==> src/rtl/eitp_pkg.sv <==
package eitp_pkg;

  localparam logic [31:0] HOST_WORD   = 32'h486f_7374;
  localparam logic [7:0]  CR_BYTE     = 8'h0d;
  localparam logic [7:0]  LF_BYTE     = 8'h0a;
  localparam logic [7:0]  ETH_HDR_LEN = 8'd14;
  localparam logic [7:0]  TCP_OFF_BYTE = 8'd12;
  localparam logic [15:0] ETYPE_IPV4  = 16'h0800;
  localparam logic [7:0]  PROTO_TCP   = 8'd6;

  localparam int unsigned OUT_DATA_W = 224;

  // Host-line search progress within one frame
  typedef enum logic [1:0] {
    HP_SEARCH = 2'd0,
    HP_EMIT   = 2'd1,
    HP_DONE   = 2'd2
  } host_phase_t;

  // Frame classes reported in the summary
  typedef enum logic [1:0] {
    FC_OTHER = 2'd0,
    FC_IPV4  = 2'd1,
    FC_TCP   = 2'd2
  } frame_class_t;

  // Result kinds carried on the output tuser
  localparam logic KIND_HOST    = 1'b0;
  localparam logic KIND_SUMMARY = 1'b1;

  typedef struct packed {
    logic [47:0]  dst_mac;
    logic [47:0]  src_mac;
    logic [31:0]  src_ip;
    logic [31:0]  dst_ip;
    logic [15:0]  src_port;
    logic [15:0]  dst_port;
    logic [15:0]  payload_len;
    frame_class_t frame_class;
    logic         host_found;
  } summary_t;

  // All results caused by one accepted byte: host_cnt host-line bytes
  // (0, 1, or 4 for the "Host" match) followed by an optional summary
  typedef struct packed {
    logic [2:0] host_cnt;
    logic [7:0] host_byte;
    logic       has_sum;
    summary_t   sum;
  } bundle_t;

endpackage

==> src/rtl/eitp_parser.sv <==
module eitp_parser (
  input  logic              clk,
  input  logic              rst_n,
  input  logic              accept,
  input  logic [7:0]        data_byte,
  input  logic              last_byte,
  output eitp_pkg::bundle_t bundle
);
  import eitp_pkg::*;

  logic [15:0] pos_r,       pos_nxt;
  logic [47:0] dst_mac_r,   dst_mac_nxt;
  logic [47:0] src_mac_r,   src_mac_nxt;
  logic [15:0] etype_r,     etype_nxt;
  logic [3:0]  hdr_words_r, hdr_words_nxt;
  logic [7:0]  proto_r,     proto_nxt;
  logic [15:0] total_len_r, total_len_nxt;
  logic [31:0] src_ip_r,    src_ip_nxt;
  logic [31:0] dst_ip_r,    dst_ip_nxt;
  logic [15:0] src_port_r,  src_port_nxt;
  logic [15:0] dst_port_r,  dst_port_nxt;
  logic [3:0]  tcp_words_r, tcp_words_nxt;
  logic [23:0] window_r,    window_nxt;
  host_phase_t phase_r,     phase_nxt;
  logic        prev_cr_r,   prev_cr_nxt;

  logic [7:0]  tstart;
  logic [7:0]  pstart;
  logic [16:0] pend;
  logic [15:0] tcp_off;
  logic        is_tcp;
  logic        in_payload;
  logic [6:0]  hdr_len;
  frame_class_t cls;
  logic [2:0]  host_cnt;

  always_comb begin
    pos_nxt       = pos_r;
    dst_mac_nxt   = dst_mac_r;
    src_mac_nxt   = src_mac_r;
    etype_nxt     = etype_r;
    hdr_words_nxt = hdr_words_r;
    proto_nxt     = proto_r;
    total_len_nxt = total_len_r;
    src_ip_nxt    = src_ip_r;
    dst_ip_nxt    = dst_ip_r;
    src_port_nxt  = src_port_r;
    dst_port_nxt  = dst_port_r;
    tcp_words_nxt = tcp_words_r;
    window_nxt    = window_r;
    phase_nxt     = phase_r;
    prev_cr_nxt   = prev_cr_r;
    host_cnt      = 3'd0;

    // Fixed-place header fields, each byte into its own lane
    if (pos_r < 16'd6) begin
      dst_mac_nxt[{3'(3'd5 - pos_r[2:0]), 3'b000} +: 8] = data_byte;
    end else if (pos_r < 16'd12) begin
      src_mac_nxt[{3'(4'd11 - pos_r[3:0]), 3'b000} +: 8] = data_byte;
    end else if (pos_r < 16'd14) begin
      etype_nxt[{~pos_r[0], 3'b000} +: 8] = data_byte;
    end else if (pos_r == 16'd14) begin
      hdr_words_nxt = data_byte[3:0];
    end else if (pos_r == 16'd16 || pos_r == 16'd17) begin
      total_len_nxt[{~pos_r[0], 3'b000} +: 8] = data_byte;
    end else if (pos_r == 16'd23) begin
      proto_nxt = data_byte;
    end else if (pos_r >= 16'd26 && pos_r < 16'd30) begin
      src_ip_nxt[{2'(2'd1 - pos_r[1:0]), 3'b000} +: 8] = data_byte;
    end else if (pos_r >= 16'd30 && pos_r < 16'd34) begin
      dst_ip_nxt[{2'(2'd1 - pos_r[1:0]), 3'b000} +: 8] = data_byte;
    end

    // TCP header sits after the IP header, wherever IHL puts it
    tstart  = ETH_HDR_LEN + {2'b00, hdr_words_nxt, 2'b00};
    tcp_off = pos_r - {8'd0, tstart};
    if (pos_r >= {8'd0, tstart}) begin
      if (tcp_off < 16'd2) begin
        src_port_nxt[{~tcp_off[0], 3'b000} +: 8] = data_byte;
      end else if (tcp_off < 16'd4) begin
        dst_port_nxt[{~tcp_off[0], 3'b000} +: 8] = data_byte;
      end else if (tcp_off == {8'd0, TCP_OFF_BYTE}) begin
        tcp_words_nxt = data_byte[7:4];
      end
    end

    is_tcp = (pos_r > 16'd23) && (etype_nxt == ETYPE_IPV4) && (proto_nxt == PROTO_TCP);
    pstart = tstart + {2'b00, tcp_words_nxt, 2'b00};
    pend   = {9'd0, ETH_HDR_LEN} + {1'b0, total_len_nxt};
    in_payload = is_tcp
               && (pos_r > {8'd0, 8'(tstart + TCP_OFF_BYTE)})
               && (pos_r >= {8'd0, pstart})
               && ({1'b0, pos_r} < pend);

    if (in_payload) begin
      case (phase_r)
        HP_SEARCH: begin
          if (window_r == HOST_WORD[31:8] && data_byte == HOST_WORD[7:0]) begin
            host_cnt    = 3'd4;
            phase_nxt   = HP_EMIT;
            prev_cr_nxt = 1'b0;
          end
          window_nxt = {window_r[15:0], data_byte};
        end
        HP_EMIT: begin
          if (prev_cr_r && data_byte == LF_BYTE) begin
            phase_nxt = HP_DONE;
          end else begin
            host_cnt    = 3'd1;
            prev_cr_nxt = (data_byte == CR_BYTE);
          end
        end
        default: begin
        end
      endcase
    end

    if (pos_r != 16'hffff) begin
      pos_nxt = pos_r + 16'd1;
    end

    // Summary reflects the state after this byte
    if (etype_nxt == ETYPE_IPV4) begin
      cls = (proto_nxt == PROTO_TCP) ? FC_TCP : FC_IPV4;
    end else begin
      cls = FC_OTHER;
    end
    hdr_len = {1'b0, hdr_words_nxt, 2'b00} + {1'b0, tcp_words_nxt, 2'b00};

    bundle.host_cnt        = host_cnt;
    bundle.host_byte       = data_byte;
    bundle.has_sum         = last_byte;
    bundle.sum.dst_mac     = dst_mac_nxt;
    bundle.sum.src_mac     = src_mac_nxt;
    bundle.sum.src_ip      = (cls != FC_OTHER) ? src_ip_nxt : 32'd0;
    bundle.sum.dst_ip      = (cls != FC_OTHER) ? dst_ip_nxt : 32'd0;
    bundle.sum.src_port    = (cls == FC_TCP) ? src_port_nxt : 16'd0;
    bundle.sum.dst_port    = (cls == FC_TCP) ? dst_port_nxt : 16'd0;
    bundle.sum.payload_len = (cls == FC_TCP && total_len_nxt > {9'd0, hdr_len})
                           ? 16'(total_len_nxt - {9'd0, hdr_len}) : 16'd0;
    bundle.sum.frame_class = cls;
    bundle.sum.host_found  = (phase_nxt != HP_SEARCH);
  end

  always_ff @(posedge clk) begin
    if (!rst_n || (accept && last_byte)) begin
      pos_r       <= '0;
      dst_mac_r   <= '0;
      src_mac_r   <= '0;
      etype_r     <= '0;
      hdr_words_r <= '0;
      proto_r     <= '0;
      total_len_r <= '0;
      src_ip_r    <= '0;
      dst_ip_r    <= '0;
      src_port_r  <= '0;
      dst_port_r  <= '0;
      tcp_words_r <= '0;
      window_r    <= '0;
      phase_r     <= HP_SEARCH;
      prev_cr_r   <= 1'b0;
    end else if (accept) begin
      pos_r       <= pos_nxt;
      dst_mac_r   <= dst_mac_nxt;
      src_mac_r   <= src_mac_nxt;
      etype_r     <= etype_nxt;
      hdr_words_r <= hdr_words_nxt;
      proto_r     <= proto_nxt;
      total_len_r <= total_len_nxt;
      src_ip_r    <= src_ip_nxt;
      dst_ip_r    <= dst_ip_nxt;
      src_port_r  <= src_port_nxt;
      dst_port_r  <= dst_port_nxt;
      tcp_words_r <= tcp_words_nxt;
      window_r    <= window_nxt;
      phase_r     <= phase_nxt;
      prev_cr_r   <= prev_cr_nxt;
    end
  end

endmodule

==> src/rtl/eth_ipv4_tcp_header_parser_top.sv <==
// Ethernet / IPv4 / TCP header parser with Host-line extraction.
// Input stream: one frame byte per transaction, in wire order, tlast on the
// final byte of the frame. Output stream: host-line byte transactions
// (tuser 0) for the Host line found in the TCP payload, and one summary
// transaction (tuser 1) per frame carrying MACs, IPs, ports, payload length,
// frame class and a host-found flag. tlast marks the final transaction
// caused by one input byte.
// Throughput: one byte per cycle while each byte causes at most one result
// and the receiver does not stall. The byte that completes "Host" causes four
// results, and a final byte adds the summary, so such a byte occupies the
// output for up to five results; the sequencer presents one result per cycle
// while out_tready is high. Parsing state is advanced in the accept cycle;
// the results of each byte land in an output slot, with one spare slot behind
// it, so input is still taken while a result waits. in_tready is a register:
// it drops when both slots are held, behind a stalled receiver or a
// multi-result byte.
// Reset: all parsing state is cleared, both slots are emptied; the parser
// also clears itself after the final byte of each frame.
module eth_ipv4_tcp_header_parser_top (
  input  logic                                 clk,
  input  logic                                 rst_n,
  input  logic                                 in_tvalid,
  output logic                                 in_tready,
  input  logic [7:0]                           in_tdata,  // data_byte
  input  logic                                 in_tlast,  // last_byte
  output logic                                 out_tvalid,
  input  logic                                 out_tready,
  // host_byte, dst_mac, src_mac, src_ip, dst_ip, src_port, dst_port,
  // payload_len, frame_class, host_found, zero fill
  output logic [eitp_pkg::OUT_DATA_W-1:0]      out_tdata,
  output logic                                 out_tuser, // result_kind
  output logic                                 out_tlast  // last_of_run
);
  import eitp_pkg::*;

  logic    in_accept;
  bundle_t new_bundle;
  logic    new_valid;

  bundle_t ob_r;
  logic    ob_valid_r;
  logic [2:0] idx_r;
  bundle_t sb_r;
  logic    sb_valid_r;

  logic [2:0] total;
  logic    ob_last;
  logic    out_fire;
  logic    ob_free;
  logic    is_sum;
  logic [7:0] cur_byte;

  assign in_tready = !sb_valid_r;
  assign in_accept = in_tvalid && in_tready;

  eitp_parser u_parser (
    .clk       (clk),
    .rst_n     (rst_n),
    .accept    (in_accept),
    .data_byte (in_tdata),
    .last_byte (in_tlast),
    .bundle    (new_bundle)
  );

  // Drop bytes that cause no result
  assign new_valid = in_accept && (new_bundle.host_cnt != 3'd0 || new_bundle.has_sum);

  assign total    = ob_r.host_cnt + {2'b00, ob_r.has_sum};
  assign ob_last  = (idx_r == 3'(total - 3'd1));
  assign out_fire = ob_valid_r && out_tready;
  assign ob_free  = !ob_valid_r || (out_fire && ob_last);

  // Slot control: refill the output slot from the spare first to keep order
  always_ff @(posedge clk) begin
    if (!rst_n) begin
      ob_valid_r <= 1'b0;
      sb_valid_r <= 1'b0;
      idx_r      <= '0;
    end else if (ob_free) begin
      idx_r <= '0;
      if (sb_valid_r) begin
        ob_r       <= sb_r;
        ob_valid_r <= 1'b1;
        sb_r       <= new_bundle;
        sb_valid_r <= new_valid;
      end else begin
        ob_r       <= new_bundle;
        ob_valid_r <= new_valid;
      end
    end else begin
      if (out_fire) begin
        idx_r <= idx_r + 3'd1;
      end
      if (new_valid) begin
        sb_r       <= new_bundle;
        sb_valid_r <= 1'b1;
      end
    end
  end

  // Present the current result of the output slot
  always_comb begin
    is_sum = (idx_r >= ob_r.host_cnt);
    if (ob_r.host_cnt == 3'd4) begin
      cur_byte = HOST_WORD[{2'(2'd3 - idx_r[1:0]), 3'b000} +: 8];
    end else begin
      cur_byte = ob_r.host_byte;
    end

    out_tdata = '0;
    if (is_sum) begin
      out_tdata[55:8]    = ob_r.sum.dst_mac;
      out_tdata[103:56]  = ob_r.sum.src_mac;
      out_tdata[135:104] = ob_r.sum.src_ip;
      out_tdata[167:136] = ob_r.sum.dst_ip;
      out_tdata[183:168] = ob_r.sum.src_port;
      out_tdata[199:184] = ob_r.sum.dst_port;
      out_tdata[215:200] = ob_r.sum.payload_len;
      out_tdata[217:216] = ob_r.sum.frame_class;
      out_tdata[218]     = ob_r.sum.host_found;
    end else begin
      out_tdata[7:0] = cur_byte;
    end
    out_tuser  = is_sum ? KIND_SUMMARY : KIND_HOST;
    out_tlast  = ob_last;
    out_tvalid = ob_valid_r;
  end

endmodule

==> config.mk <==
export PLATFORM = sky130hd
export DESIGN_NAME = eth_ipv4_tcp_header_parser_top
export DESIGN_NICKNAME = d
export VERILOG_FILES = /design/src/rtl/eitp_pkg.sv /design/src/rtl/eitp_parser.sv /design/src/rtl/eth_ipv4_tcp_header_parser_top.sv
export SDC_FILE = /design/constraint.sdc
export NUM_CORES = 1
export LEC_CHECK = 0
export CAP_MARGIN = 10
export CORE_ASPECT_RATIO = 0.5
export CORE_MARGIN = 8
export CORE_UTILIZATION = 40
export CTS_CLUSTER_DIAMETER = 100
export DETAILED_ROUTE_END_ITERATION = 7
export DONT_BUFFER_PORTS = 1
export GPL_TIMING_DRIVEN = 0
export SETUP_SLACK_MARGIN = 0.15
export SLEW_MARGIN = 20
export SYNTH_ARGS = -nofsm -noshare
export SYNTH_HDL_FRONTEND = slang
export SYNTH_SLANG_ARGS = --single-unit
==> constraint.sdc <==
create_clock -name clk -period 22.8 [get_ports clk]
set_clock_uncertainty 0.15 [all_clocks]
set_input_delay 0 -clock clk [delete_from_list [all_inputs] [get_ports clk]]
set_output_delay 0 -clock clk [all_outputs]
set_load 0.05 [all_outputs]
---- After elaboration in Yosys (flattened, before gate mapping) ----
Index checks and enable logic that the tools add are counted.
operators by class
  $add $sub $neg .......................... 20
  $lt $le $gt $ge ......................... 16
  eq/ne operators ......................... 19
  shifts and indexed selects .............. 11
  multiplexer cells ....................... 83
  bitwise operators ....................... 3
  reduce and logical (&&, ||, !) cells .... 34
operators with widths
  kind                                                                         number
  223-bit 2-to-1 mux                                                           4
  32-bit 2-to-1 mux                                                            17
  16-bit 2-to-1 mux                                                            16
  211-bit 2-to-1 mux                                                           1
  48-bit 2-to-1 mux                                                            3
  48-bit bitwise mux                                                           2
  8-bit by 8-bit variable shift with 48-bit output, first input constant       2
  8-bit by 8-bit indexed part select with 48-bit output                        2
  16-bit bitwise mux                                                           4
  32-bit bitwise mux                                                           2
  8-bit 2-to-1 mux                                                             8
  16-bit by 5-bit equality test with 1-bit output, second input constant       3
  16-bit by 4-bit equality test with 1-bit output, second input constant       2
  16-bit by 5-bit >= comparator with 1-bit output, second input constant       2
  16-bit by 3-bit < comparator with 1-bit output, second input constant        2
  16-bit by 4-bit < comparator with 1-bit output, second input constant        2
  4-bit 2-to-1 mux                                                             8
  8-bit by 6-bit variable shift with 16-bit output, first input constant       2
  8-bit by 7-bit variable shift with 32-bit output, first input constant       1
  32-bit by 6-bit indexed part select with 8-bit output, first input constant  1
  8-bit by 6-bit indexed part select with 16-bit output                        2
  8-bit by 7-bit indexed part select with 32-bit output                        1
  16-bit by 7-bit subtractor with 16-bit output                                2
  24-bit by 23-bit equality test with 1-bit output, second input constant      1
  54 further kinds                                                             96
word-level totals
  register bits ........................... 734
  input bits .............................. 13
  output and inout bits ................... 228
  logic and storage cells ................. 228

---- Depth between registers and ports, before layout ----
  word-level depth ........................ 22
  gate-level depth with buffers ........... 32
  depth with buffers taken out ............ 30

---- By module ----
Synthesis repeated with hierarchy kept, for this count alone.
unflattened totals
  cells, all modules ...................... 3,298
  area, all modules ....................... 34,969.8 um2
modules (own cells, without submodules)
  module                          times used  cells each  area an instance (um2)  seq. area each (um2)
  eth_ipv4_tcp_header_parser_top  1           1,007       18,164.9                13,492.9
  eitp_parser                     1           2,291       16,804.9                5,665.4

---- Least setup slack after synthesis ----
No wires, ideal clock.
  kind .................................... register to register
  start point ............................. reg u_parser.pos_r[8]
  end point ............................... reg sb_r[0] (netlist name), enable pin
  library setup time ...................... 0.937 ns
  arrival ................................. 18.256 ns
  required time ........................... 21.713 ns
  setup slack ............................. 3.456 ns
  stages on the path, launching flop included .. 29
  buffers on the path ..................... 1
  period minus slack after synthesis ...... 19.344 ns
  path through ............................ dfxtp_1 buf_6 nor4_4 nand3_1 nor3_1 mux2i_1 ha_1 nor3_1 inv_1 ha_1 or4b_2 nor3_1 o21ai_0 o31a_1 a2111oi_4 mux2_2 ha_1 nand2_1 or3_1 a2111o_1 nand2_1 o311ai_1 ha_1 a21o_1 a21oi_1 o21bai_1 o21a_1 nand4_1 a31oi_1
on the way
  cells in the longest elaborated chain, start to end .. 22
  elaborated cells on any way between the ends .. 56
  classes of those cells .................. add/sub: 5; order compare: 10; eq/ne: 7; mux: 23; reduce/logical: 11
RTL lines
  item                                                                                     RTL line                              text
  start, declared                                                                          eitp_parser.sv:11                     logic [15:0] pos_r, pos_nxt;
  start signal, assigned                                                                   eitp_parser.sv:163                    pos_r <= pos_nxt;
  branches (longest 11 deep; another with 16-bit by 4-bit < comparator with 1-bit output)  --
  4-bit 2-to-1 mux *                                                                       eitp_parser.sv:77                     if (pos_r >= {8'd0, tstart}) begin
  named net u_parser.tcp_words_nxt[2]                                                      eitp_parser.sv:22                     logic [3:0] tcp_words_r, tcp_words_nxt;
  8-bit by 6-bit adder with 8-bit output *                                                 eitp_parser.sv:88                     pstart = tstart + {2'b00, tcp_words_nxt, 2'b00};
  16-bit by 8-bit >= comparator with 1-bit output *                                        eitp_parser.sv:92                     && (pos_r >= {8'd0, pstart})
  1-bit logical AND *                                                                      eitp_parser.sv:92
  1-bit logical AND *                                                                      eitp_parser.sv:93                     && ({1'b0, pos_r} < pend);
  3-bit 2-to-1 mux *                                                                       eitp_parser.sv:95                     if (in_payload) begin
  3-bit nonzero test *                                                                     eth_ipv4_tcp_header_parser_top.sv:66  assign new_valid = in_accept && (new_bundle.host_cnt != 3'd0 || new_bundle.has_sum);
  1-bit logical OR *                                                                       eth_ipv4_tcp_header_parser_top.sv:66
  1-bit logical AND *                                                                      eth_ipv4_tcp_header_parser_top.sv:66
  2-bit nonzero test (no line) *                                                           --
  3-bit AND reduction (no line) *                                                          --
  end signal, assigned                                                                     eth_ipv4_tcp_header_parser_top.sv:84  sb_r <= new_bundle;
  end signal, assigned                                                                     eth_ipv4_tcp_header_parser_top.sv:95  sb_r <= new_bundle;
  end, declared                                                                            eth_ipv4_tcp_header_parser_top.sv:43  bundle_t sb_r;
Mark *: on every way through the listed nets, which the timed path passes.
A chain may end at the register's enable or synchronous reset.

---- Worst setup path in the final report ----
  start point ............................. reg u_parser.pos_r[2]
  end point ............................... reg sb_r[145] (netlist name), enable pin
The elaborated chain is that of the path after synthesis.

==> results.tsv <==
metric	value	unit
outcome	finished, final reports clean	
report.final.slew_viol_count	0	
ys_ff_latch	732	
cts_buffer_depth	3	
fin_hold_ws	0.04930	ns
peakVddDrop	0.04331	mV
critPathSlowestCell	a31oi_4	
die_h	224.2	um
cts_tree	yes	
viasPerCell	5.541	
p_total	3.026	mW
cts.clk_slew.worst_paths	0.06	ns
synth_area	34680	um2
synth_top_area_cell	edfxtp_1	
num_rows	76	
cts_num_sinks	732	
num-fill-cells	8076	
grt_antenna_before_repair	0	
post-synth-top-count-cell	nor2_1	
end_kind	flip-flop	
ctsResizeCount	0	
drc_errors	0	
start_kind	flip-flop	
max_slew_margin	12.95	%
worstPathMaxFanout	21	
hold_path_class	primary input to flip-flop	
die_w	432.4	um
grt_usage	21.38	%
gr-total-overflow	0	
grt_busiest_layer	met2	
worst_ep_required_time	22.99	ns
fin_crit_sh	52.44	%
syn2layout_area_growth	13.19	%
ys_types	78	
grt_start_max_net_pins	31	
grt_pass1_wl	160100	um
gp_routability_congestion	0.9528	
coreArea	85960	um2
ys_async_sr_fraction	0	%
wl	107600	um
dpl.hpwl	77560	um
synth.avg_cell_area	10.13	um2
fmax	83.64	MHz
setup_violations	0	
yosysSeqAreaShare	55.06	%
hold_viol	0	
grt_pass1_vias	25200	
worstPathArrival	12.15	ns
hold_buffers	24	
diodes	0	
grt_use_met2	32.91	%
grt_util_met3	5.055	%
power_density	77.08	nW/um2
synth_edf_count	444	
drtPass1Iterations	6	
cts_setup_buffers	0	
min_period	11.96	ns
synthCells	3424	
crit_type	flip-flop to flip-flop	
cts_buffers	71	
slowest_delay	0.83	ns
use_met1	29.96	%
yosys_most_used_dff	edfxtp_1	
tightest_slew	1.306	ns
fp.dieArea	96960	um2
wl_per_cell	22.54	um
rsz0062_at_grt	no	
vias	26450	
cp_common_cell	buf_16	
portBuffers	0	
yosysTopAreaCellShare	38.44	%
cap_violations	0	
layout.nets	3629	
drt_iter0_markers	2946	
synth_commonest_cells	536 x nor2_1, 444 x edfxtp_1, 365 x nand2_1	
p_leak	13.82	nW
ant_nets	0	
yosysWarningCount	0	
num_io_pins	241	
synth_area_leaders	edfxtp_1 38%, dfxtp_1 17%, nor2_1 5.8%	
clock_latency	0.65	ns
drive_above_1_share	9.381	%
initial_core_util	40.35	%
ctsHtreeMaxLevel	3	
cts_root_buffer	clkbuf_16	
-- metrics by stage --
stage          cell area [um2]  worst slack [ns]  instances  util [%]  TNS [ns]
2_1_floorplan            34700             3.456       3428         -         0
3_3_place_gp             36160            -4.412       4598     42.07   -966.19
3_5_place_dp             36720             11.00       4620     42.72         0
4_1_cts                  39250             10.98       4773     45.65         0
5_1_grt                  39260             10.26       4773     45.67         0
6_report                 39260             10.84       4773     45.67         0
-- metal layers --
| metal | share of wire [%] | vias up |
|---|---|---|
| met3 | 8.9 | 182 |
| li1 | - | 12280 |
| met4 | 2.9 | 0 |
| met5 | 0 | - |
| met2 | 44 | 1054 |
| met1 | 44 | 12930 |
-- registers in the layout (all words and copies together) (netlist names) --
register              flops
u_parser.dst_port_r      16
u_parser.dst_mac_r       48
out_tvalid                1
u_parser.hdr_words_r      4
sb_valid_r                1
u_parser.src_mac_r       48
u_parser.proto_r          8
sb_r                    222
u_parser.tcp_words_r      4
u_parser.src_ip_r        32
idx_r                     3
u_parser.prev_cr_r        1
u_parser.etype_r         16
u_parser.pos_r           16
u_parser.total_len_r     16
u_parser.dst_ip_r        32
u_parser.window_r        24
u_parser.src_port_r      16
u_parser.phase_r          2
ob_r                    222
-- final cells by class --
class	count	area [um2]	share of cell area [%]
timing repair buffer	46	765.7	1.950
multi-input combinational	2395	14440	36.79
buffer	250	1011	2.575
sequential	732	19100	48.65
tap	1170	1464	3.729
clock inverter	25	254.0	0.6470
inverter	51	193.9	0.4940
clock buffer	104	2028	5.166
-- layout by cell type, fill, tap and decap left out, types with 29 or more instances in the layout --
cell type / count
clkbuf_1: 221
edfxtp_1: 444
ha_1: 65
and2_1: 218
clkbuf_16: 75
inv_1: 50
nor3_1: 90
o21ai_0: 106
mux2i_1: 130
a21oi_1: 231
nand2_1: 365
dfxtp_1: 288
nand3_1: 110
nor2_1: 535
o31ai_1: 118
mux2_2: 158
xnor2_1: 29
-- worst max-delay path, delay by kind of cell, from the launching register on --
kind,cells,cell delay (ns)
buffers and inverters,9,1.81
DFF,1,0.58
and+or+nand+nor,10,3.42
adders and majority gates,4,1.48
muxes,2,0.89
AOI/OAI and AO/OA,10,3.25
-- final timing paths --
check | startpoint | to | slack [ns] | cells after the start
max | u_parser.pos_r[2] | sb_r[145] | 10.84 | 35
min | in_tdata[0] | sb_r[212] | 0.05 | 1
max reg2reg | u_parser.pos_r[2] | sb_r[145] | 10.84 | 35
min reg2reg | u_parser.dst_mac_r[38] | u_parser.dst_mac_r[38] | 0.30 | 2
-- power by group --
group,internal [mW],total (mW),switching (mW)
combinational,0.0795,0.362,0.282
sequential,1.46,1.47,0.0161
clock,0.667,1.19,0.525
total,2.20,3.03,0.823
-- logic make-up after synthesis --
kind of cell               after synthesis  synth area share, %
adders and majority gates               69                2.576
AOI/OAI and AO/OA                      550                9.675
DFF                                    732                55.06
other                                    2              0.02165
and+or+nand+nor                       1430                19.01
buffers and inverters                  301                3.463
muxes                                  288                8.881
xor gates and xnor gates                52                1.313
Power figures use the tool's default switching activity.
